### src/i2cm_pkg.sv
package i2cm_pkg;

  // field widths
  localparam int CMD_W    = 2;
  localparam int BYTE_W   = 8;
  localparam int LEN_W    = 5;
  localparam int ADDR_W   = 7;
  localparam int HP_W     = 8;
  localparam int STATUS_W = 2;
  localparam int CFG_IDX_W  = 1;
  localparam int CFG_DATA_W = 8;

  // command codes
  localparam logic [CMD_W-1:0] CMD_NONE  = 2'd0;
  localparam logic [CMD_W-1:0] CMD_READ  = 2'd1;
  localparam logic [CMD_W-1:0] CMD_WRITE = 2'd2;

  // status codes
  localparam logic [STATUS_W-1:0] STAT_NONE = 2'd0;
  localparam logic [STATUS_W-1:0] STAT_OK   = 2'd1;
  localparam logic [STATUS_W-1:0] STAT_NACK = 2'd2;

  // configuration register indexes
  localparam logic [CFG_IDX_W-1:0] CFG_DEVICE_ADDR = 1'd0;
  localparam logic [CFG_IDX_W-1:0] CFG_HALF_PERIOD = 1'd1;

  // configuration reset values
  localparam logic [ADDR_W-1:0] DEVICE_ADDR_RST = 7'd104;
  localparam logic [HP_W-1:0]   HALF_PERIOD_RST = 8'd20;

  // tick queue between front and engine
  localparam int QUEUE_DEPTH = 2;
  localparam int QPTR_W      = 1;
  localparam int QCNT_W      = 2;

  // one classified tick
  typedef struct packed {
    logic              cmd_go;
    logic              is_read;
    logic [BYTE_W-1:0] reg_addr;
    logic [BYTE_W-1:0] wr_data;
    logic [LEN_W-1:0]  len;
    logic              sda_in;
  } tick_t;

  // head of the tick queue as seen by the engine
  typedef struct packed {
    logic  valid;
    tick_t tick;
  } queue_head_t;

endpackage

### src/i2cm_in_if.sv
interface i2cm_in_if import i2cm_pkg::*; ();
  logic              valid;
  logic              ready;
  logic [CMD_W-1:0]  cmd;
  logic [BYTE_W-1:0] reg_addr;
  logic [BYTE_W-1:0] wr_data;
  logic [LEN_W-1:0]  read_len;
  logic              sda_in;

  modport source (output valid, cmd, reg_addr, wr_data, read_len, sda_in, input ready);
  modport sink   (input valid, cmd, reg_addr, wr_data, read_len, sda_in, output ready);
endinterface

### src/i2cm_out_if.sv
interface i2cm_out_if import i2cm_pkg::*; ();
  logic                valid;
  logic                ready;
  logic                scl;
  logic                sda_release;
  logic [BYTE_W-1:0]   rd_byte;
  logic                rd_valid;
  logic                rd_last;
  logic                busy_res;
  logic [STATUS_W-1:0] status;

  modport source (output valid, scl, sda_release, rd_byte, rd_valid, rd_last, busy_res,
                  status, input ready);
  modport sink   (input valid, scl, sda_release, rd_byte, rd_valid, rd_last, busy_res,
                  status, output ready);
endinterface

### src/i2cm_front.sv
module i2cm_front import i2cm_pkg::*; #(
  parameter int MAX_READ_LEN = 16
) (
  i2cm_in_if.sink in_bus,
  input  logic    q_full,
  output logic    push,
  output tick_t   tick
);

  // read length can never exceed what the field holds
  localparam int LEN_MAX_FIELD = (1 << LEN_W) - 1;
  localparam int LEN_CLIP = (MAX_READ_LEN > LEN_MAX_FIELD) ? LEN_MAX_FIELD : MAX_READ_LEN;

  logic [LEN_W-1:0] len_floor;

  // accept a beat whenever the queue has room
  assign in_bus.ready = !q_full;
  assign push         = in_bus.valid && !q_full;

  // zero length reads one byte, long reads are clipped
  assign len_floor = (in_bus.read_len == '0) ? LEN_W'(1) : in_bus.read_len;

  // classify the command
  always_comb begin
    tick.cmd_go   = (in_bus.cmd == CMD_READ) || (in_bus.cmd == CMD_WRITE);
    tick.is_read  = (in_bus.cmd == CMD_READ);
    tick.reg_addr = in_bus.reg_addr;
    tick.wr_data  = in_bus.wr_data;
    tick.len      = (len_floor > LEN_W'(LEN_CLIP)) ? LEN_W'(LEN_CLIP) : len_floor;
    tick.sda_in   = in_bus.sda_in;
  end

endmodule

### src/i2cm_queue.sv
module i2cm_queue import i2cm_pkg::*; (
  input  logic        clk,
  input  logic        rst_n,
  input  logic        push,
  input  tick_t       wr_tick,
  output logic        full,
  output queue_head_t head,
  input  logic        pop
);

  tick_t             mem_r [QUEUE_DEPTH];
  logic [QPTR_W-1:0] wr_ptr_r;
  logic [QPTR_W-1:0] rd_ptr_r;
  logic [QCNT_W-1:0] count_r;

  assign full       = (count_r == QCNT_W'(QUEUE_DEPTH));
  assign head.valid = (count_r != '0);
  assign head.tick  = mem_r[rd_ptr_r];

  // storage
  always_ff @(posedge clk) begin
    if (push) begin
      mem_r[wr_ptr_r] <= wr_tick;
    end
  end

  // pointers and fill level
  always_ff @(posedge clk) begin
    if (!rst_n) begin
      wr_ptr_r <= '0;
      rd_ptr_r <= '0;
      count_r  <= '0;
    end else begin
      if (push) begin
        wr_ptr_r <= wr_ptr_r + QPTR_W'(1);
      end
      if (pop) begin
        rd_ptr_r <= rd_ptr_r + QPTR_W'(1);
      end
      if (push && !pop) begin
        count_r <= count_r + QCNT_W'(1);
      end else if (pop && !push) begin
        count_r <= count_r - QCNT_W'(1);
      end
    end
  end

endmodule

### src/i2cm_engine.sv
module i2cm_engine import i2cm_pkg::*; (
  input  logic                  clk,
  input  logic                  rst_n,
  input  logic                  cfg_we,
  input  logic [CFG_IDX_W-1:0]  cfg_idx,
  input  logic [CFG_DATA_W-1:0] cfg_data,
  input  queue_head_t           head,
  output logic                  pop,
  i2cm_out_if.source            out_bus
);

  // bus phases
  localparam logic [4:0] PH_IDLE    = 5'd0;
  localparam logic [4:0] PH_RS_LOW  = 5'd1;
  localparam logic [4:0] PH_ST_HIGH = 5'd2;
  localparam logic [4:0] PH_ST_FALL = 5'd3;
  localparam logic [4:0] PH_ST_HOLD = 5'd4;
  localparam logic [4:0] PH_W_LOW   = 5'd5;
  localparam logic [4:0] PH_W_HIGH  = 5'd6;
  localparam logic [4:0] PH_AK_LOW  = 5'd7;
  localparam logic [4:0] PH_AK_HIGH = 5'd8;
  localparam logic [4:0] PH_R_LOW   = 5'd9;
  localparam logic [4:0] PH_R_HIGH  = 5'd10;
  localparam logic [4:0] PH_M_LOW   = 5'd11;
  localparam logic [4:0] PH_M_HIGH  = 5'd12;
  localparam logic [4:0] PH_P_LOW   = 5'd13;
  localparam logic [4:0] PH_P_HIGH  = 5'd14;
  localparam logic [4:0] PH_P_END   = 5'd15;
  localparam logic [4:0] PH_X_LOW   = 5'd16;
  localparam logic [4:0] PH_X_HIGH  = 5'd17;
  localparam logic [4:0] PH_X_END   = 5'd18;

  // configuration
  logic [ADDR_W-1:0] device_addr_r;
  logic [HP_W-1:0]   half_period_r;

  // transaction state
  logic [4:0]        phase_r,     phase_nxt;
  logic [HP_W-1:0]   delay_r,     delay_nxt;
  logic [2:0]        bit_cnt_r,   bit_cnt_nxt;
  logic [BYTE_W-1:0] shift_r,     shift_nxt;
  logic [LEN_W-1:0]  bytes_r,     bytes_nxt;
  logic [BYTE_W-1:0] held_reg_r,  held_reg_nxt;
  logic [BYTE_W-1:0] held_data_r, held_data_nxt;
  logic [LEN_W-1:0]  held_len_r,  held_len_nxt;
  logic              is_read_r,   is_read_nxt;

  // result register
  logic                out_valid_r;
  logic                scl_r,  scl_nxt;
  logic                rel_r,  rel_nxt;
  logic [BYTE_W-1:0]   rd_r,   rd_nxt;
  logic                rdv_r,  rdv_nxt;
  logic                rdl_r,  rdl_nxt;
  logic                busy_r, busy_nxt;
  logic [STATUS_W-1:0] st_r,   st_nxt;

  logic [HP_W-1:0] hp;
  logic            wbit;
  logic            last;

  // one tick moves whenever the result slot is free or being emptied
  assign pop  = head.valid && (!out_valid_r || out_bus.ready);
  assign hp   = (half_period_r == '0) ? HP_W'(1) : half_period_r;
  assign wbit = shift_r[BYTE_W-1];
  assign last = (bytes_r >= held_len_r);

  // bus step for one tick
  always_comb begin
    phase_nxt     = phase_r;
    delay_nxt     = delay_r;
    bit_cnt_nxt   = bit_cnt_r;
    shift_nxt     = shift_r;
    bytes_nxt     = bytes_r;
    held_reg_nxt  = held_reg_r;
    held_data_nxt = held_data_r;
    held_len_nxt  = held_len_r;
    is_read_nxt   = is_read_r;
    scl_nxt       = 1'b1;
    rel_nxt       = 1'b1;
    rd_nxt        = '0;
    rdv_nxt       = 1'b0;
    rdl_nxt       = 1'b0;
    busy_nxt      = 1'b0;
    st_nxt        = STAT_NONE;

    if (pop) begin
      // new command starts the START on this very tick
      if (phase_r == PH_IDLE && head.tick.cmd_go) begin
        held_reg_nxt  = head.tick.reg_addr;
        held_data_nxt = head.tick.wr_data;
        held_len_nxt  = head.tick.len;
        is_read_nxt   = head.tick.is_read;
        bytes_nxt     = '0;
        bit_cnt_nxt   = '0;
        shift_nxt     = '0;
        delay_nxt     = '0;
        phase_nxt     = PH_ST_HIGH;
      end

      // line levels of the current phase
      unique case (phase_nxt)
        PH_RS_LOW:  begin scl_nxt = 1'b0; rel_nxt = 1'b1; end
        PH_ST_HIGH: begin scl_nxt = 1'b1; rel_nxt = 1'b1; end
        PH_ST_FALL: begin scl_nxt = 1'b1; rel_nxt = 1'b0; end
        PH_ST_HOLD: begin scl_nxt = 1'b0; rel_nxt = 1'b0; end
        PH_W_LOW:   begin scl_nxt = 1'b0; rel_nxt = wbit; end
        PH_W_HIGH:  begin scl_nxt = 1'b1; rel_nxt = wbit; end
        PH_AK_LOW, PH_R_LOW: begin
          scl_nxt = 1'b0; rel_nxt = 1'b1;
        end
        PH_AK_HIGH, PH_R_HIGH: begin
          scl_nxt = 1'b1; rel_nxt = 1'b1;
        end
        PH_M_LOW:   begin scl_nxt = 1'b0; rel_nxt = last; end
        PH_M_HIGH:  begin scl_nxt = 1'b1; rel_nxt = last; end
        PH_P_LOW, PH_X_LOW: begin
          scl_nxt = 1'b0; rel_nxt = 1'b0;
        end
        PH_P_HIGH, PH_X_HIGH: begin
          scl_nxt = 1'b1; rel_nxt = 1'b0;
        end
        PH_P_END, PH_X_END: begin
          scl_nxt = 1'b1; rel_nxt = 1'b1;
        end
        default: begin
          phase_nxt = PH_IDLE; scl_nxt = 1'b1; rel_nxt = 1'b1;
        end
      endcase

      busy_nxt = (phase_nxt != PH_IDLE);

      // half period timer and phase advance
      if (busy_nxt) begin
        if (({1'b0, delay_nxt} + 9'd1) < {1'b0, hp}) begin
          delay_nxt = delay_nxt + HP_W'(1);
        end else begin
          delay_nxt = '0;
          unique case (phase_nxt)
            PH_RS_LOW:  phase_nxt = PH_ST_HIGH;
            PH_ST_HIGH: phase_nxt = PH_ST_FALL;
            PH_ST_FALL: phase_nxt = PH_ST_HOLD;
            PH_ST_HOLD: begin
              shift_nxt   = {device_addr_r, (bytes_nxt != '0)};
              bit_cnt_nxt = '0;
              phase_nxt   = PH_W_LOW;
            end
            PH_W_LOW:   phase_nxt = PH_W_HIGH;
            PH_W_HIGH: begin
              shift_nxt = {shift_nxt[BYTE_W-2:0], 1'b0};
              if (bit_cnt_nxt == 3'd7) begin
                bit_cnt_nxt = '0;
                phase_nxt   = PH_AK_LOW;
              end else begin
                bit_cnt_nxt = bit_cnt_nxt + 3'd1;
                phase_nxt   = PH_W_LOW;
              end
            end
            PH_AK_LOW:  phase_nxt = PH_AK_HIGH;
            PH_AK_HIGH: begin
              // slave nack aborts with a stop
              priority if (head.tick.sda_in) begin
                phase_nxt = PH_X_LOW;
              end else if (bytes_nxt == LEN_W'(0)) begin
                shift_nxt = held_reg_nxt;
                bytes_nxt = LEN_W'(1);
                phase_nxt = PH_W_LOW;
              end else if (bytes_nxt == LEN_W'(1)) begin
                bytes_nxt = LEN_W'(2);
                if (is_read_nxt) begin
                  phase_nxt = PH_RS_LOW;
                end else begin
                  shift_nxt = held_data_nxt;
                  phase_nxt = PH_W_LOW;
                end
              end else if (is_read_nxt) begin
                bytes_nxt   = '0;
                shift_nxt   = '0;
                bit_cnt_nxt = '0;
                phase_nxt   = PH_R_LOW;
              end else begin
                phase_nxt = PH_P_LOW;
              end
            end
            PH_R_LOW:   phase_nxt = PH_R_HIGH;
            PH_R_HIGH: begin
              shift_nxt = {shift_nxt[BYTE_W-2:0], head.tick.sda_in};
              if (bit_cnt_nxt == 3'd7) begin
                bit_cnt_nxt = '0;
                bytes_nxt   = bytes_nxt + LEN_W'(1);
                rd_nxt      = shift_nxt;
                rdv_nxt     = 1'b1;
                rdl_nxt     = (bytes_nxt >= held_len_nxt);
                phase_nxt   = PH_M_LOW;
              end else begin
                bit_cnt_nxt = bit_cnt_nxt + 3'd1;
                phase_nxt   = PH_R_LOW;
              end
            end
            PH_M_LOW:   phase_nxt = PH_M_HIGH;
            PH_M_HIGH: begin
              shift_nxt = '0;
              phase_nxt = last ? PH_P_LOW : PH_R_LOW;
            end
            PH_P_LOW:   phase_nxt = PH_P_HIGH;
            PH_P_HIGH:  phase_nxt = PH_P_END;
            PH_P_END: begin
              st_nxt    = STAT_OK;
              phase_nxt = PH_IDLE;
            end
            PH_X_LOW:   phase_nxt = PH_X_HIGH;
            PH_X_HIGH:  phase_nxt = PH_X_END;
            PH_X_END: begin
              st_nxt    = STAT_NACK;
              phase_nxt = PH_IDLE;
            end
            default:    phase_nxt = PH_IDLE;
          endcase
        end
      end
    end
  end

  // configuration registers
  always_ff @(posedge clk) begin
    if (!rst_n) begin
      device_addr_r <= DEVICE_ADDR_RST;
      half_period_r <= HALF_PERIOD_RST;
    end else if (cfg_we) begin
      unique case (cfg_idx)
        CFG_DEVICE_ADDR: device_addr_r <= cfg_data[ADDR_W-1:0];
        CFG_HALF_PERIOD: half_period_r <= cfg_data[HP_W-1:0];
        default: ;
      endcase
    end
  end

  // transaction state
  always_ff @(posedge clk) begin
    if (!rst_n) begin
      phase_r     <= PH_IDLE;
      delay_r     <= '0;
      bit_cnt_r   <= '0;
      shift_r     <= '0;
      bytes_r     <= '0;
      held_reg_r  <= '0;
      held_data_r <= '0;
      held_len_r  <= '0;
      is_read_r   <= 1'b0;
    end else begin
      phase_r     <= phase_nxt;
      delay_r     <= delay_nxt;
      bit_cnt_r   <= bit_cnt_nxt;
      shift_r     <= shift_nxt;
      bytes_r     <= bytes_nxt;
      held_reg_r  <= held_reg_nxt;
      held_data_r <= held_data_nxt;
      held_len_r  <= held_len_nxt;
      is_read_r   <= is_read_nxt;
    end
  end

  // result valid
  always_ff @(posedge clk) begin
    if (!rst_n) begin
      out_valid_r <= 1'b0;
    end else if (!out_valid_r || out_bus.ready) begin
      out_valid_r <= pop;
    end
  end

  // result payload
  always_ff @(posedge clk) begin
    if (pop) begin
      scl_r  <= scl_nxt;
      rel_r  <= rel_nxt;
      rd_r   <= rd_nxt;
      rdv_r  <= rdv_nxt;
      rdl_r  <= rdl_nxt;
      busy_r <= busy_nxt;
      st_r   <= st_nxt;
    end
  end

  assign out_bus.valid       = out_valid_r;
  assign out_bus.scl         = scl_r;
  assign out_bus.sda_release = rel_r;
  assign out_bus.rd_byte     = rd_r;
  assign out_bus.rd_valid    = rdv_r;
  assign out_bus.rd_last     = rdl_r;
  assign out_bus.busy_res    = busy_r;
  assign out_bus.status      = st_r;

endmodule

### src/i2c_master_register_access_unit.sv
// channel | dir | handshake           | beat carries
// in_bus  | in  | valid/ready         | cmd, reg_addr, wr_data, read_len, sda_in
// out_bus | out | valid/ready         | scl, sda_release, rd_byte, rd_valid, rd_last,
//         |     |                     | busy_res, status
// cfg_*   | in  | cfg_we, no wait     | cfg_idx selects register, cfg_data
//
// one tick per cycle unless out_bus stalls; ticks pass the queue and the result register
// the engine's bus step (one state update per tick) sets the rate
// rst_n is synchronous: bus idle, queue and result slot empty, config to defaults
// a stalled out_bus fills the two-entry tick queue, then in_bus.ready drops
module i2c_master_register_access_unit import i2cm_pkg::*; #(
  parameter int MAX_READ_LEN = 16
) (
  input  logic                  clk,
  input  logic                  rst_n,
  i2cm_in_if.sink               in_bus,
  i2cm_out_if.source            out_bus,
  input  logic                  cfg_we,
  input  logic [CFG_IDX_W-1:0]  cfg_idx,
  input  logic [CFG_DATA_W-1:0] cfg_data
);

  logic        push;
  logic        q_full;
  logic        pop;
  tick_t       tick;
  queue_head_t head;

  // decode and clip incoming ticks
  i2cm_front #(
    .MAX_READ_LEN (MAX_READ_LEN)
  ) u_front (
    .in_bus (in_bus),
    .q_full (q_full),
    .push   (push),
    .tick   (tick)
  );

  // decoupling queue
  i2cm_queue u_queue (
    .clk     (clk),
    .rst_n   (rst_n),
    .push    (push),
    .wr_tick (tick),
    .full    (q_full),
    .head    (head),
    .pop     (pop)
  );

  // bus sequencer and result register
  i2cm_engine u_engine (
    .clk      (clk),
    .rst_n    (rst_n),
    .cfg_we   (cfg_we),
    .cfg_idx  (cfg_idx),
    .cfg_data (cfg_data),
    .head     (head),
    .pop      (pop),
    .out_bus  (out_bus)
  );

endmodule

### src/flat_wrapper.sv
// flat-port wrapper written by rule: the top's interface ports become plain ports
module i2c_master_register_access_unit_flat import i2cm_pkg::*;
#(
  parameter int MAX_READ_LEN = 16
)
  (clk, rst_n, cfg_we, cfg_idx, cfg_data, in_bus_valid, in_bus_cmd, in_bus_reg_addr, in_bus_wr_data, in_bus_read_len, in_bus_sda_in, in_bus_ready, out_bus_valid, out_bus_scl, out_bus_sda_release, out_bus_rd_byte, out_bus_rd_valid, out_bus_rd_last, out_bus_busy_res, out_bus_status, out_bus_ready);
  i2cm_in_if in_bus_i ();
  i2cm_out_if out_bus_i ();
  input  logic clk;
  input  logic rst_n;
  input  logic cfg_we;
  input  logic [CFG_IDX_W-1:0] cfg_idx;
  input  logic [CFG_DATA_W-1:0] cfg_data;
  input wire logic [$bits(in_bus_i.valid)-1:0] in_bus_valid;
  input wire logic [$bits(in_bus_i.cmd)-1:0] in_bus_cmd;
  input wire logic [$bits(in_bus_i.reg_addr)-1:0] in_bus_reg_addr;
  input wire logic [$bits(in_bus_i.wr_data)-1:0] in_bus_wr_data;
  input wire logic [$bits(in_bus_i.read_len)-1:0] in_bus_read_len;
  input wire logic [$bits(in_bus_i.sda_in)-1:0] in_bus_sda_in;
  output wire logic [$bits(in_bus_i.ready)-1:0] in_bus_ready;
  output wire logic [$bits(out_bus_i.valid)-1:0] out_bus_valid;
  output wire logic [$bits(out_bus_i.scl)-1:0] out_bus_scl;
  output wire logic [$bits(out_bus_i.sda_release)-1:0] out_bus_sda_release;
  output wire logic [$bits(out_bus_i.rd_byte)-1:0] out_bus_rd_byte;
  output wire logic [$bits(out_bus_i.rd_valid)-1:0] out_bus_rd_valid;
  output wire logic [$bits(out_bus_i.rd_last)-1:0] out_bus_rd_last;
  output wire logic [$bits(out_bus_i.busy_res)-1:0] out_bus_busy_res;
  output wire logic [$bits(out_bus_i.status)-1:0] out_bus_status;
  input wire logic [$bits(out_bus_i.ready)-1:0] out_bus_ready;
  assign in_bus_i.valid = in_bus_valid;
  assign in_bus_i.cmd = in_bus_cmd;
  assign in_bus_i.reg_addr = in_bus_reg_addr;
  assign in_bus_i.wr_data = in_bus_wr_data;
  assign in_bus_i.read_len = in_bus_read_len;
  assign in_bus_i.sda_in = in_bus_sda_in;
  assign in_bus_ready = in_bus_i.ready;
  assign out_bus_valid = out_bus_i.valid;
  assign out_bus_scl = out_bus_i.scl;
  assign out_bus_sda_release = out_bus_i.sda_release;
  assign out_bus_rd_byte = out_bus_i.rd_byte;
  assign out_bus_rd_valid = out_bus_i.rd_valid;
  assign out_bus_rd_last = out_bus_i.rd_last;
  assign out_bus_busy_res = out_bus_i.busy_res;
  assign out_bus_status = out_bus_i.status;
  assign out_bus_i.ready = out_bus_ready;
  i2c_master_register_access_unit #(.MAX_READ_LEN(MAX_READ_LEN)) u_core (.clk(clk), .rst_n(rst_n), .in_bus(in_bus_i), .out_bus(out_bus_i), .cfg_we(cfg_we), .cfg_idx(cfg_idx), .cfg_data(cfg_data));
endmodule
### config.mk
export PLATFORM = sky130hd
export DESIGN_NAME = i2c_master_register_access_unit_flat
export DESIGN_NICKNAME = d
export VERILOG_FILES = /design/src/i2cm_pkg.sv /design/src/i2cm_in_if.sv /design/src/i2cm_out_if.sv /design/src/i2cm_front.sv /design/src/i2cm_queue.sv /design/src/i2cm_engine.sv /design/src/i2c_master_register_access_unit.sv /design/src/flat_wrapper.sv
export SDC_FILE = /design/constraint.sdc
export NUM_CORES = 1
export LEC_CHECK = 0
export BUFFER_PORTS_ARGS = -buffer_cell sky130_fd_sc_hd__buf_2
export CAP_MARGIN = 20
export CORE_MARGIN = 4
export CORE_UTILIZATION = 65
export DETAILED_ROUTE_END_ITERATION = 7
export GPL_ROUTABILITY_DRIVEN = 1
export PLACE_DENSITY = 0.85
export SLEW_MARGIN = 10
export SYNTH_ARGS = -nofsm -noshare
export SYNTH_HDL_FRONTEND = slang
export SYNTH_SLANG_ARGS = --single-unit
### constraint.sdc
create_clock -name clk -period 8.4 [get_ports clk]
set_input_delay 2.1 -clock clk [delete_from_list [all_inputs] [get_ports clk]]
set_output_delay 2.1 -clock clk [all_outputs]
set_load 0.01 [all_outputs]
* Word-level counts from Yosys, hierarchy flattened
Memories as Yosys holds them, arrays and structs flattened. A register that Yosys moved wholly into a read port is not among the register bits. Index checks and enable logic that the tools add are counted.
Word-level totals: flip-flop bits (word level) 86, bits in writable memories 48, input port bits 38, output and inout port bits 17, memories kept 1
Memory list:
- u_core.u_queue.mem_r | depth 2, width 24, read ports 1, clocked after Yosys merged registers in 1, write ports 1, RTL line i2cm_queue.sv:11 | tick_t mem_r [QUEUE_DEPTH];
Cells by class: add/sub/neg operators 8, order comparisons 4, equality and inequality tests 41, muxes and demuxes 67, bitwise logic cells 4, reductions and logical operators 30
Operators with widths (number):
- 2-to-1 mux 8 bit | 15
- 2-to-1 mux 5 bit | 22
- == test 5 x 4 -> 1 bit (second input constant) | 16
- case mux 5 bit (16 select lines) | 1
- == test 5 x 3 -> 1 bit (second input constant) | 8
- case mux 8 bit (5 select lines) | 1
- 2-to-1 mux 3 bit | 12
- == test 5 bit (second input constant) | 6
- == test 5 x 2 -> 1 bit (second input constant) | 4
- OR reduction 18 bit | 1
- == test 5 x 1 -> 1 bit (second input constant) | 3
- logical NOT 5 bit | 3
- greater-or-equal comparator 5 bit | 2
- case mux 5 bit (2 select lines) | 1
- nonzero test 5 bit | 2
- adder 8 x 1 -> 9 bit (second input constant) | 1
- < comparator 9 x 8 -> 1 bit | 1
- case mux 3 bit (3 select lines) | 1
- adder 8 x 1 -> 8 bit (second input constant) | 1
- logical NOT 8 bit | 1
- 2-to-1 mux 1 bit | 8
- 2-to-1 mux 2 bit | 4
- OR reduction 2 bit | 4
- OR reduction 8 bit | 1
- 20 further kinds | 35

* Longest topological paths before layout
Gate-level depths: netlist (run 1).
word-level depth 13, mapped depth 17, depth with buffers taken out 14

* By module
From an unflattened synthesis (run 1), not the netlist that was laid out.
Unflattened totals: cells, all modules 738, area total of the unflattened synthesis 7066.8 um^2
By module, submodules not included:
- i2cm_engine | times used 1, cells an instance 612, area each 4918.5 um^2
- i2cm_queue | times used 1, cells an instance 97, area each 1953.1 um^2
- i2cm_front | times used 1, cells an instance 29, area each 195.2 um^2

* Worst setup path before layout (run 1)
OpenSTA, ideal clock, no wires.
path type flip-flop to flip-flop, from register with a tool-made name, to register u_core.u_engine.shift_r[7], library setup time 122 ps, arrival 3950 ps, path slack 4328 ps, cell stages (with the launch flop) 17, period minus slack after synthesis 4072 ps, path through dfxtp_1 > buf_2 > mux2_2 > nand3_2 > clkbuf_1 > and2_1 > ha_1 > nand3_1 > or3_1 > a21oi_1 > ha_1 > and3_1 > a221o_1 > a21o_1 > o21ai_2 > a2111oi_1 > a311o_1
RTL lines:
- to (signal assigned) | RTL line i2cm_engine.sv:254 | shift_r <= shift_nxt;
- to (decl) | RTL line i2cm_engine.sv:41 | logic [BYTE_W-1:0] shift_r, shift_nxt;

==> summary.md, run 1 <==
| Metric | Value |
|---|---|
| Post-synth EDFFs | `63` |
| Die width | `112 um` |
| Antenna Cells | `0` |
| Endpoints failing hold | `0` |
| Core area | `10400 sq um` |
| CTS H-Tree Depth | `4` |
| Startpoint class of the critical path | `register` |
| Hold WC Path Type | `reg2reg` |
| Final setup margin | `3.62 ns` |
| Cts hold-fix bufs | `0` |
| Leak pwr | `0.00294 uW` |
| Wire per inst | `19.8 um` |
| Max-cap violation count | `0` |
| Seq cells post-synth | `135` |
| Slew Viols, Final | `0` |
| Yosys cell types | `83` |
| Crit path capture | `u_core.u_engine.out_bus.rd_byte[6]` |
| Worst-case reg-to-reg path depth | `15` |
| CP Cell Sequence | `buf_4, mux2_2, nand3_2, and2_1, ha_1, nand3_1, or3_1, a21oi_1, ha_1, a21o_1, a221o_1, a21o_1, nor2_2, nor2_1, and2_1` |
| Syn_nets | `788` |
| Worst Path Arrival | `5.07 ns` |
| PD cells | `283 nW/um^2` |
| Synthesis warning total | `0` |
| All-Layer GR Usage | `28.5%` |
| Crit-path max cell delay | `0.60 ns` |
| Top cells by count, synth | `95 x nand2_1, 72 x dfxtp_1, 63 x edfxtp_1` |
| Starting Density | `67.6%` |
| Drt total wl | `18000 um` |
| DRT iter0 DRCs | `776` |
| Synth async-reset ratio | `0%` |
| Seq pwr share | `39.4%` |
| Cts repair resizes | `0` |
| DR vias/cell | `6.49` |
| Vias in the first global route | `5636` |
| Failing checks | `design-rule violations` |
| Area Growth Syn to Fin | `12.1%` |
| Top cells by area, synth | `edfxtp_1 27%, dfxtp_1 20%, nand2_1 5.1%` |
| Sw Share | `35.4%` |
| Top-count cell post-synth | `nand2_1` |
| Critical R2R Capture | `u_core.u_engine.out_bus.rd_byte[6]` |
| Clock power share | `30.3%` |
| CTS Buf Count | `17` |
| Status | `finished, violations left` |
| Maximum vdd drop | `0.228 mV` |
| Register area | `3330 sq um` |
| Clk buf depth | `2` |
| Drt first pass iters | `8` |
| Most used flip-flop cell after synthesis | `dfxtp_1` |
| First-pass GRT wire length | `28500 um` |
| Slew HR | `32.5%` |
| Gr ovfl total | `0` |
| Residual DRC | `2` |
| Clk_skew | `0.0219 ns` |
| Cell row count | `37` |
| Worst Tran Pin Value | `1.01 ns` |
| Critical path peak fanout | `26` |
| Postcts setup bufs | `0` |
| Clock transition at the registers of the reported paths | `0.06 ns` |
| Crit. End Element | `register` |
| Worst Path Required | `8.69 ns` |
| Clock sink count | `135` |
| Fill count | `710` |
| CTS tree | `done` |
| Biggest area consumer among synthesized cells | `edfxtp_1` |
| Setup CP Type | `reg2reg` |
| Psw | `791 uW` |
| Pin count of the biggest net entering global routing | `53` |
| Total number of vias | `5915` |
| Critical Path Slowest Stage Cell | `nor2_2` |
| Comb power frac | `30.3%` |
| Syn Inst Count | `725` |
| Fin crit share | `56.9%` |
| ANT nets after route | `0` |
| Fmax | `209 MHz` |
| CTS Root Cell | `clkbuf_8` |
| RePlAce Congestion | `0.973` |
| R2R Setup Slk | `3.62 ns` |
| Placed Cells incl. Taps | `879` |
| Initial antenna violation count | `0` |
| Finish-stage setup viols | `0` |
| Die footprint | `12600 sq um` |
| RSZ-0062 raised after global routing | `false` |
| Sequential-to-total area share from yosys stat | `47.4%` |
| Share of cells above drive strength 1 | `16.6%` |
| Mapped Area | `7040 sq um` |
| # IOs | `55` |
| Non-Filler Instances | `912` |
| Mean post-synth cell area | `9.71 sq um` |
| HPWL after DPL | `12100 um` |
| Fin crit period | `4.78 ns` |
| Top cell type's share of synthesized area | `26.9%` |
| Pint | `1440 uW` |
| Setup_tns | `0 ns` |
| Layout Nets | `826` |
| Latest clock arrival within the worst-skew pair | `0.55 ns` |
| Pre-CTS worst setup slack | `3.68 ns` |
| I/O Buffers | `54` |
| Die height | `112 um` |
| Area taken by multi-input logic gates | `3420 sq um` |
[layout by cell type (no fill, tap or decap), drive strengths merged, types with 8 or more instances in the layout]
| cell type | count |
|---|---|
| o21ai | 21 |
| a21oi | 60 |
| clkbuf | 19 |
| mux2 | 16 |
| dfxtp | 72 |
| ha | 25 |
| o211ai | 10 |
| mux2i | 22 |
| nand3 | 24 |
| edfxtp | 63 |
| and2 | 17 |
| a31oi | 10 |
| xor2 | 8 |
| nand2 | 95 |
| a21o | 11 |
| inv | 27 |
| clkinv | 9 |
| nor2 | 55 |
| nor4 | 8 |
| buf | 61 |
| nor3 | 16 |
[cell families after synthesis]
family / share of synthesized area, %
AND/OR/NAND/NOR: 17.7
AO/OA/AOI/OAI: 18.8
buffers and inverters: 4.13
flip-flops: 47.4
XOR/XNOR: 1.87
multiplexers: 5.74
adder cells (fa/ha/maj): 4.45
[registers in the layout, indices dropped and copies added, names as in the netlist, 2 cells and up, named ones only]
| name | count |
|---|---|
| u_core.u_queue.mem_r | 48 |
| u_core.u_engine.delay_r | 8 |
| u_core.u_engine.half_period_r | 8 |
| u_core.u_engine.held_data_r | 8 |
| u_core.u_engine.held_reg_r | 8 |
| u_core.u_engine.out_bus.rd_byte | 8 |
| u_core.u_engine.shift_r | 8 |
| u_core.u_engine.device_addr_r | 7 |
| u_core.u_engine.bytes_r | 5 |
| u_core.u_engine.held_len_r | 5 |
| u_core.u_engine.phase_r | 5 |
| u_core.u_engine.bit_cnt_r | 3 |
| u_core.u_engine.out_bus.status | 2 |
| u_core.u_queue.count_r | 2 |
[power by group through the flow]
stage,combinational (uW),sequential (uW),clock [uW]
after global routing,737,893,713
after floorplan,469,887,0
final,677,881,675
after global placement,633,884,0
after detailed placement,655,890,0
after CTS,664,880,672
[per-stage QoR]
| stage | total power, uW | hold slack (ns) | instance area (sq um) | util (%) |
|---|---|---|---|---|
| floorplan | 1360 | 0.431 | 7040 | - |
| global placement | 1520 | 0.442 | 7330 | 70.4 |
| detailed placement | 1550 | 0.447 | 7340 | 70.5 |
| CTS | 2220 | 0.455 | 7870 | 75.6 |
| global route | 2340 | 0.486 | 7890 | 75.7 |
| finish | 2230 | 0.455 | 7890 | 75.7 |
[routing by layer]
layer	track usage, %	routed length (um)	part of all wire [%]
met1	36.6	7290	40
met2	44.5	8400	47
met3	7.87	1680	9.3
met4	14.3	650	3.6
met5	0	0	0
[how the worst min path moves through the flow]
stage / cells after the start / slack [ns] / to / from
3_5_place_dp: 2 / 0.45 / u_core.u_engine.held_data_r[1] / u_core.u_engine.held_data_r[1]
6_report: 2 / 0.45 / u_core.u_engine.held_data_r[1] / u_core.u_engine.held_data_r[1]
2_1_floorplan: 1 / 0.43 / u_core.u_engine.bit_cnt_r[0] / u_core.u_engine.bit_cnt_r[0]
3_3_place_gp: 2 / 0.44 / u_core.u_engine.held_data_r[3] / u_core.u_engine.held_data_r[3]
5_1_grt: 2 / 0.49 / u_core.u_engine.held_reg_r[6] / u_core.u_engine.held_reg_r[6]
4_1_cts: 2 / 0.46 / u_core.u_engine.held_data_r[1] / u_core.u_engine.held_data_r[1]
[layout make-up]
cell class	count	area share (%)
timing repair buffer	61	4.28
clock buffer	19	5.35
tap	136	2.16
multi-input combinational	521	43.3
sequential	135	42.3
clock inverter	13	1.36
inverter	27	1.28
[critical path, delay by kind of cell, from the launching register on]
family / cells / cell delay (ns)
mux: 1 / 0.47
fa+ha+maj: 2 / 0.47
flops: 1 / 0.31
simple gates: 7 / 1.93
buf+inv: 1 / 0.36
compound gates: 4 / 0.98
(Power assumes the default switching activity.)
==> inputs of run 2 (changes only) <==
--- a/config.mk
+++ b/config.mk
@@ -5,13 +5,14 @@
 export SDC_FILE = /design/constraint.sdc
 export NUM_CORES = 1
 export LEC_CHECK = 0
+export ABC_AREA = 1
 export BUFFER_PORTS_ARGS = -buffer_cell sky130_fd_sc_hd__buf_2
 export CAP_MARGIN = 20
 export CORE_MARGIN = 4
-export CORE_UTILIZATION = 65
+export CORE_UTILIZATION = 61
 export DETAILED_ROUTE_END_ITERATION = 7
 export GPL_ROUTABILITY_DRIVEN = 1
-export PLACE_DENSITY = 0.85
+export PLACE_DENSITY = 0.8
 export SLEW_MARGIN = 10
 export SYNTH_ARGS = -nofsm -noshare
 export SYNTH_HDL_FRONTEND = slang
==> constraint.sdc (replaced) <==
create_clock -name clk -period 5 [get_ports clk]
set_input_delay 1.25 -clock clk [delete_from_list [all_inputs] [get_ports clk]]
set_output_delay 1.25 -clock clk [all_outputs]
set_load 0.01 [all_outputs]
==> run 2 against run 1 <==
The run now ends clean. Clock power grew 96%. Worst hold slack better by 0.0066 ns. Area after synthesis increased by 12%. Critical path type unchanged. Largest cell class unchanged.
==> summary.md, run 2 <==
| Metric | Value |
|---|---|
| # IOs | `55 (unchanged)` |
| Latest clock arrival within the worst-skew pair | `0.43 ns (-0.12 ns)` |
| Die height | `122 um (+8.6%)` |
| Residual DRC | `0 (-2)` |
| Post-synth EDFFs | `63 (unchanged)` |
| Startpoint class of the critical path | `register` |
| Hold WC Path Type | `reg2reg` |
| Maximum vdd drop | `0.396 mV (+73%)` |
| WHS | `0.461 ns (+0.00661 ns)` |
| Clock sink count | `135 (unchanged)` |
| R2R Setup Slk | `1.01 ns (-2.61 ns)` |
| Clock transition at the registers of the reported paths | `0.06 ns (about the same)` |
| Top cell type's share of synthesized area | `24.0% (-2.9 points)` |
| Setup_tns | `0 ns (unchanged)` |
| Seq cells post-synth | `135 (unchanged)` |
| Worst Path Arrival | `4.16 ns (-0.91 ns)` |
| Pint | `3110 uW (+120%)` |
| Clk_skew | `0.00905 ns (-0.0128 ns)` |
| Worst-case reg-to-reg path depth | `19 (+4)` |
| CTS tree | `done` |
| Fin crit share | `79.8% (+23 points)` |
| Critical R2R Capture | `u_core.u_engine.out_bus.rd_byte[6]` |
| Worst Tran Pin Value | `0.909 ns (-0.0991 ns)` |
| Hold Startpoint | `u_core.u_queue.rd_ptr_r` |
| PD cells | `625 nW/um^2 (+120%)` |
| Hold Crit Depth | `1 (-1)` |
| Die width | `122 um (+8.6%)` |
| Reg2reg start | `u_core.u_engine.phase_r[4]` |
| Mean post-synth cell area | `7.64 sq um (-21%)` |
| DR vias/cell | `5.51 (-15%)` |
| CTS H-Tree Depth | `4 (unchanged)` |
| Top cells by count, synth | `277 x nand2_1, 124 x inv_1, 84 x nor2_1` |
| All-Layer GR Usage | `25.5% (-3.0 points)` |
| Fin crit period | `3.99 ns (-0.788 ns)` |
| Slew HR | `39.4% (+6.9 points)` |
| Status | `finished, final reports clean` |
| Die footprint | `14800 sq um (+18%)` |
| Number of flip-flops in the largest register | `48 (unchanged)` |
| ANT nets after route | `0 (unchanged)` |
| Yosys cell types | `48 (-42%)` |
| RSZ-0062 raised after global routing | `false` |
| Total number of vias | `6899 (+17%)` |
| RePlAce Congestion | `0.936 (-3.8%)` |
| Cts repair resizes | `0 (unchanged)` |
| Psw | `2420 uW (+210%)` |
| Mapped Area | `7880 sq um (+12%)` |
| Sequential-to-total area share from yosys stat | `42.3% (-5.1 points)` |
| Clock power share | `24.0% (-6.3 points)` |
| Critical path peak fanout | `16 (-38%)` |
| Cts hold-fix bufs | `0 (unchanged)` |
| Fmax | `251 MHz (+20%)` |
| Top reg by flops | `u_core.u_queue.mem_r` |
| Initial antenna violation count | `0 (unchanged)` |
| Worst Path Required | `5.17 ns (-3.52 ns)` |
| Top-count cell post-synth | `nand2_1` |
| Clk buf depth | `2 (unchanged)` |
| Area Growth Syn to Fin | `12.2% (about the same)` |
| Gr ovfl total | `0 (unchanged)` |
| Share of cells above drive strength 1 | `14.1% (-2.5 points)` |
| Commonest non-fill, non-tap cell in the layout | `nand2_1` |
| Slew Viols, Final | `0 (unchanged)` |
| Wire per inst | `14.4 um (-27%)` |
| Leak pwr | `0.00417 uW (+42%)` |
| Synthesis warning total | `0 (unchanged)` |
| Postcts setup bufs | `0 (unchanged)` |
| Biggest area consumer among synthesized cells | `edfxtp_1` |
| Drt total wl | `18000 um (-0.11%)` |
| Layout Nets | `1130 (+37%)` |
| Pin count of the biggest net entering global routing | `88 (+66%)` |
| HPWL after DPL | `12400 um (+2.3%)` |
| Vias in the first global route | `6244 (+11%)` |
| CTS Root Cell | `clkbuf_16` |
| Synth async-reset ratio | `0% (unchanged)` |
| Setup CP Type | `reg2reg` |
| Top cells by area, synth | `edfxtp_1 24%, dfxtp_1 18%, nand2_1 13%` |
| Antenna Cells | `0 (unchanged)` |
| Syn Inst Count | `1031 (+42%)` |
| Seq pwr share | `29.0% (-10 points)` |
| Max-cap violation count | `0 (unchanged)` |
| DRT iter0 DRCs | `702 (-9.5%)` |
| Finish-stage setup viols | `0 (unchanged)` |
| Starting Density | `62.4% (-5.1 points)` |
| Total power | `5530 uW (+150%)` |
| Crit. End Element | `register` |
| Most used flip-flop cell after synthesis | `dfxtp_1` |
| Cell row count | `41 (+11%)` |
| CTS Buf Count | `17 (unchanged)` |
| Critical path launch point | `u_core.u_engine.phase_r[4]` |
| Comb power frac | `47.0% (+17 points)` |
| Sw Share | `43.8% (+8.3 points)` |
| I/O Buffers | `54 (unchanged)` |
| Endpoints failing hold | `0 (unchanged)` |
| Core area | `12600 sq um (+21%)` |
| Leading cell types in the layout, fill and taps excluded | `277 x nand2_1, 124 x inv_1, 82 x nor2_1` |
| First-pass GRT wire length | `29900 um (+5.2%)` |
| Drt first pass iters | `6 (-2)` |
| Syn_nets | `1094 (+39%)` |
[run 2: cell types whose count changed after synthesis, sizes merged, moves of 10 or more]
cell    change
nand2     +194
a21o       -10
o211ai     +22
and2       -17
nand4      +12
nor2       +44
o21ai      +51
mux2i      -14
mux2       -16
inv       +107
nand3      +53
[run 2: logic make-up (layout without fill, tap and decap cells)]
group	count (synthesis)	after routing	share of synthesized area, %
simple gates	497	497	28.7
buf+inv	180	229	9.70
compound gates	178	178	13.3
flops	135	135	42.3
fa+ha+maj	25	25	3.97
xor+xnor	8	8	0.985
mux	8	8	1.02
[run 2: how the worst max path moves through the flow]
stage                                    endpoint  slack (ns)
3_5_place_dp   u_core.u_engine.out_bus.rd_byte[6]        1.09
4_1_cts        u_core.u_engine.out_bus.rd_byte[6]        1.05
6_report       u_core.u_engine.out_bus.rd_byte[6]        1.01
5_1_grt        u_core.u_engine.out_bus.rd_byte[6]        0.61
3_3_place_gp           u_core.u_engine.bytes_r[1]        1.27
2_1_floorplan  u_core.u_engine.out_bus.rd_byte[7]        1.88
[run 2: metal layers]
layer  wire, um  GRT usage [%]  up-vias
met5          0              0        -
met4        469           10.6        0
met3       1230           5.06       40
met2       8260           40.4      266
met1       8050           34.5     3110
li1           -              -     3483
[run 2: final cells by class]
class	instances	area, sq um
clock buffers	21	450
multi-input cells	716	3800
fillers	1094	3780
inverters	134	503
clock inverters	11	175
repair buffers	63	365
well taps	172	215
flip-flops and latches	135	3330
[run 2: through the flow]
step | worst slack [ns] | std cells | util, % | instance area, sq um
2_1_floorplan | 1.88 | 1031 | - | 7880
3_3_place_gp | 1.27 | 1218 | 64.7 | 8170
3_5_place_dp | 1.09 | 1219 | 64.9 | 8190
4_1_cts | 1.05 | 1251 | 69.8 | 8810
5_1_grt | 0.607 | 1252 | 70.0 | 8840
6_report | 1.01 | 1252 | 70.0 | 8840
[run 2: power by group through the flow]
stage	clock network [uW]	registers [uW]	logic (uW)
final	1320	1600	2600
after global routing	1400	1630	2910
after CTS	1340	1600	2580
after detailed placement	0	1620	2550
after global placement	0	1610	2510
after floorplan	0	1610	2020
[run 2: critical path: stages, from the launching register on]
cell	delay [ns]
dfxtp_1	0.65
inv_1	0.33
nand3_1	0.17
nor2_1	0.07
nor2_1	0.23
ha_1	0.26
nand3_2	0.11
nor2_4	0.16
xor2_1	0.23
ha_1	0.28
nand2_1	0.09
nor2_1	0.05
nor3_1	0.27
inv_1	0.09
nand4_1	0.11
nand2_1	0.09
nor2_4	0.27
nor3_4	0.06
inv_2	0.14
nor2_1	0.06
==> inputs of run 3 (changes only) <==
--- a/config.mk
+++ b/config.mk
@@ -9,10 +9,10 @@
 export BUFFER_PORTS_ARGS = -buffer_cell sky130_fd_sc_hd__buf_2
 export CAP_MARGIN = 20
 export CORE_MARGIN = 4
-export CORE_UTILIZATION = 61
+export CORE_UTILIZATION = 55
 export DETAILED_ROUTE_END_ITERATION = 7
 export GPL_ROUTABILITY_DRIVEN = 1
-export PLACE_DENSITY = 0.8
+export PLACE_DENSITY = 0.77
 export SLEW_MARGIN = 10
 export SYNTH_ARGS = -nofsm -noshare
 export SYNTH_HDL_FRONTEND = slang
==> constraint.sdc (replaced) <==
create_clock -name clk -period 3.48 [get_ports clk]
set_input_delay 0.87 -clock clk [delete_from_list [all_inputs] [get_ports clk]]
set_output_delay 0.87 -clock clk [all_outputs]
set_load 0.01 [all_outputs]
==> run 3 against run 2 <==
Combinational power rose by 55%. Non-clock buffer count rose by 23. First-iteration DRC count fell by 6.4%. Critical path depth rose by 2. Final cell count rose by 2.6%. Worst hold slack got worse by 0.0021 ns. Clock skew fell by 0.0020 ns. Clock power rose by 33%. Via count rose by 1.9%. Die area rose by 10%. Register-to-register slack got worse by 0.87 ns. Global-route usage fell by 1.5 points. Largest power group unchanged.
==> summary.md, run 3 (same netlist as run 2, synthesis figures left out) <==
| Metric | Value |
|---|---|
| Share of cells above drive strength 1 | `17.1% (+3.0 points)` |
| Worst Tran Pin Value | `1.02 ns (+0.113 ns)` |
| First-pass GRT wire length | `31800 um (+6.1%)` |
| Starting Density | `56.5% (-5.9 points)` |
| RSZ-0062 raised after global routing | `true` |
| Final core occ | `64.9% (-5.1 points)` |
| Status | `finished, final reports clean` |
| Leak pwr | `0.00428 uW (+2.6%)` |
| Placed Cells incl. Taps | `1242 (+1.9%)` |
| Critical path peak fanout | `9 (-7)` |
| All-Layer GR Usage | `24.0% (-1.5 points)` |
| Clk_skew | `0.00705 ns (-0.00200 ns)` |
| Clock transition at the registers of the reported paths | `0.06 ns (about the same)` |
| Setup_tns | `0 ns (unchanged)` |
| Hold Startpoint | `u_core.u_engine.device_addr_r[6]` |
| Endpoints failing hold | `0 (unchanged)` |
| Non-Filler Instances | `1285 (+2.6%)` |
| ANT nets after route | `0 (unchanged)` |
| Worst-case reg-to-reg path depth | `21 (+2)` |
| Crit. End Element | `register` |
| Layout Nets | `1155 (+2.2%)` |
| PD cells | `895 nW/um^2 (+43%)` |
| DRT iter0 DRCs | `657 (-6.4%)` |
| Initial antenna violation count | `0 (unchanged)` |
| Final setup margin | `0.134 ns (-0.875 ns)` |
| Pre-CTS worst setup slack | `0.124 ns (-0.964 ns)` |
| Cts hold-fix bufs | `0 (unchanged)` |
| Clk buf depth | `2 (unchanged)` |
| Startpoint class of the critical path | `register` |
| Number of flip-flops in the largest register | `48 (unchanged)` |
| Clock sink count | `135 (unchanged)` |
| Worst Path Required | `3.64 ns (-1.53 ns)` |
| DR vias/cell | `5.47 (-0.73%)` |
| Worst Path Arrival | `3.51 ns (-0.65 ns)` |
| Total number of vias | `7029 (+1.9%)` |
| Setup CP Type | `reg2reg` |
| Die width | `128 um (+5.0%)` |
| Fill count | `1182 (+8.0%)` |
| Drt total wl | `19400 um (+8.0%)` |
| # IOs | `55 (unchanged)` |
| RePlAce Congestion | `0.957 (+2.2%)` |
| Top reg by flops | `u_core.u_queue.mem_r` |
| Pin count of the biggest net entering global routing | `88 (unchanged)` |
| Fmax | `299 MHz (+19%)` |
| Slew HR | `31.8% (-7.6 points)` |
| Leading cell types in the layout, fill and taps excluded | `277 x nand2_1, 123 x inv_1, 79 x nor2_1` |
| Wire per inst | `15.1 um (+5.2%)` |
| HPWL after DPL | `12800 um (+3.2%)` |
| Fin crit period | `3.35 ns (-0.645 ns)` |
| CTS tree | `done` |
| CTS Root Cell | `clkbuf_16` |
| Area Growth Syn to Fin | `14.8%` |
| Residual DRC | `0 (unchanged)` |
| CTS Buf Count | `17 (unchanged)` |
| Die footprint | `16300 sq um (+10%)` |
| Slew Viols, Final | `0 (unchanged)` |
| Cell row count | `43 (+4.9%)` |
| CTS H-Tree Depth | `4 (unchanged)` |
| Drt first pass iters | `5 (-1)` |
| Fin crit share | `96.1% (+16 points)` |
| I/O Buffers | `54 (unchanged)` |
| Die height | `128 um (+5.0%)` |
| Max-cap violation count | `0 (unchanged)` |
| Finish-stage setup viols | `0 (unchanged)` |
| Maximum vdd drop | `0.567 mV (+43%)` |
| Hold Crit Depth | `2 (+1)` |
| Latest clock arrival within the worst-skew pair | `0.42 ns (about the same)` |
| Commonest non-fill, non-tap cell in the layout | `nand2_1` |
| Hold WC Path Type | `reg2reg` |
| Vias in the first global route | `6629 (+6.2%)` |
| Antenna Cells | `0 (unchanged)` |
| Core area | `13900 sq um (+10%)` |
| Gr ovfl total | `0 (unchanged)` |
run 3: cell types whose count changed in the layout (fill, tap and decap cells not counted), sizes merged:
cell      before  now
clkbuf        21   19
clkinv         5    6
buf           63   86
bufinv         4    2
nand2        289  291
inv          134  135
clkinvlp       2    4
run 3: worst paths after layout:
| kind | end | slack (ns) |
|---|---|---|
| max | u_core.u_engine.out_bus.rd_byte[4] | 0.13 |
| min | u_core.u_engine.device_addr_r[6] | 0.46 |
| max reg2reg | u_core.u_engine.out_bus.rd_byte[4] | 0.13 |
| min reg2reg | u_core.u_engine.device_addr_r[6] | 0.46 |
run 3: through the flow:
step                hold WS, ns  power [uW]  cell area, sq um
floorplan                 0.426        5210              7880
global placement          0.437        5960              8300
detailed placement        0.442        6030              8300
CTS                       0.461        7850              8880
global route              0.480        8740              9040
finish                    0.459        8100              9040
run 3: worst max-delay path, stage by stage (launching register included):
cell and delay, ns:
dfxtp_1 0.35, inv_2 0.04, nand2_1 0.09, nand2_4 0.11, inv_1 0.09, nor2_2 0.06
nor2_2 0.11, ha_2 0.21, nand3_2 0.10, nor2_4 0.18, nand3_1 0.12, xnor2_1 0.17
inv_1 0.09, ha_1 0.34, a21oi_2 0.15, o211ai_2 0.13, inv_1 0.11, nand2_1 0.09
nor2_4 0.27, nor3_4 0.07, inv_2 0.13, nor2_1 0.07
run 3: cell type report:
cell class | instances | area [sq um] | area share (%)
multi-input cells | 718 | 3880 | 42.9
repair buffers | 86 | 523 | 5.78
clock buffers | 19 | 433 | 4.79
well taps | 180 | 225 | 2.49
inverters | 134 | 503 | 5.56
clock inverters | 13 | 148 | 1.63
flip-flops and latches | 135 | 3330 | 36.9
run 3: power breakdown:
part	switching (uW)	internal, uW	leakage, uW
registers	190	2100	0.00119
clock network	704	1060	0.000270
logic	2730	1310	0.00283
run 3: timing repair:
| action | in CTS | in global routing |
|---|---|---|
| setup buffers | 0 | 9 |
| resized for setup | 0 | 15 |
| endpoints found under the setup margin | 0 | 41 |
run 3: metal layers:
metal / vias to the layer above / share of wire (%) / track usage, %
li1: 3528 / - / -
met4: 0 / 3.1 / 10.0
met1: 3166 / 43 / 32.3
met3: 45 / 7.8 / 4.50
met2: 290 / 46 / 38.3
met5: - / 0 / 0
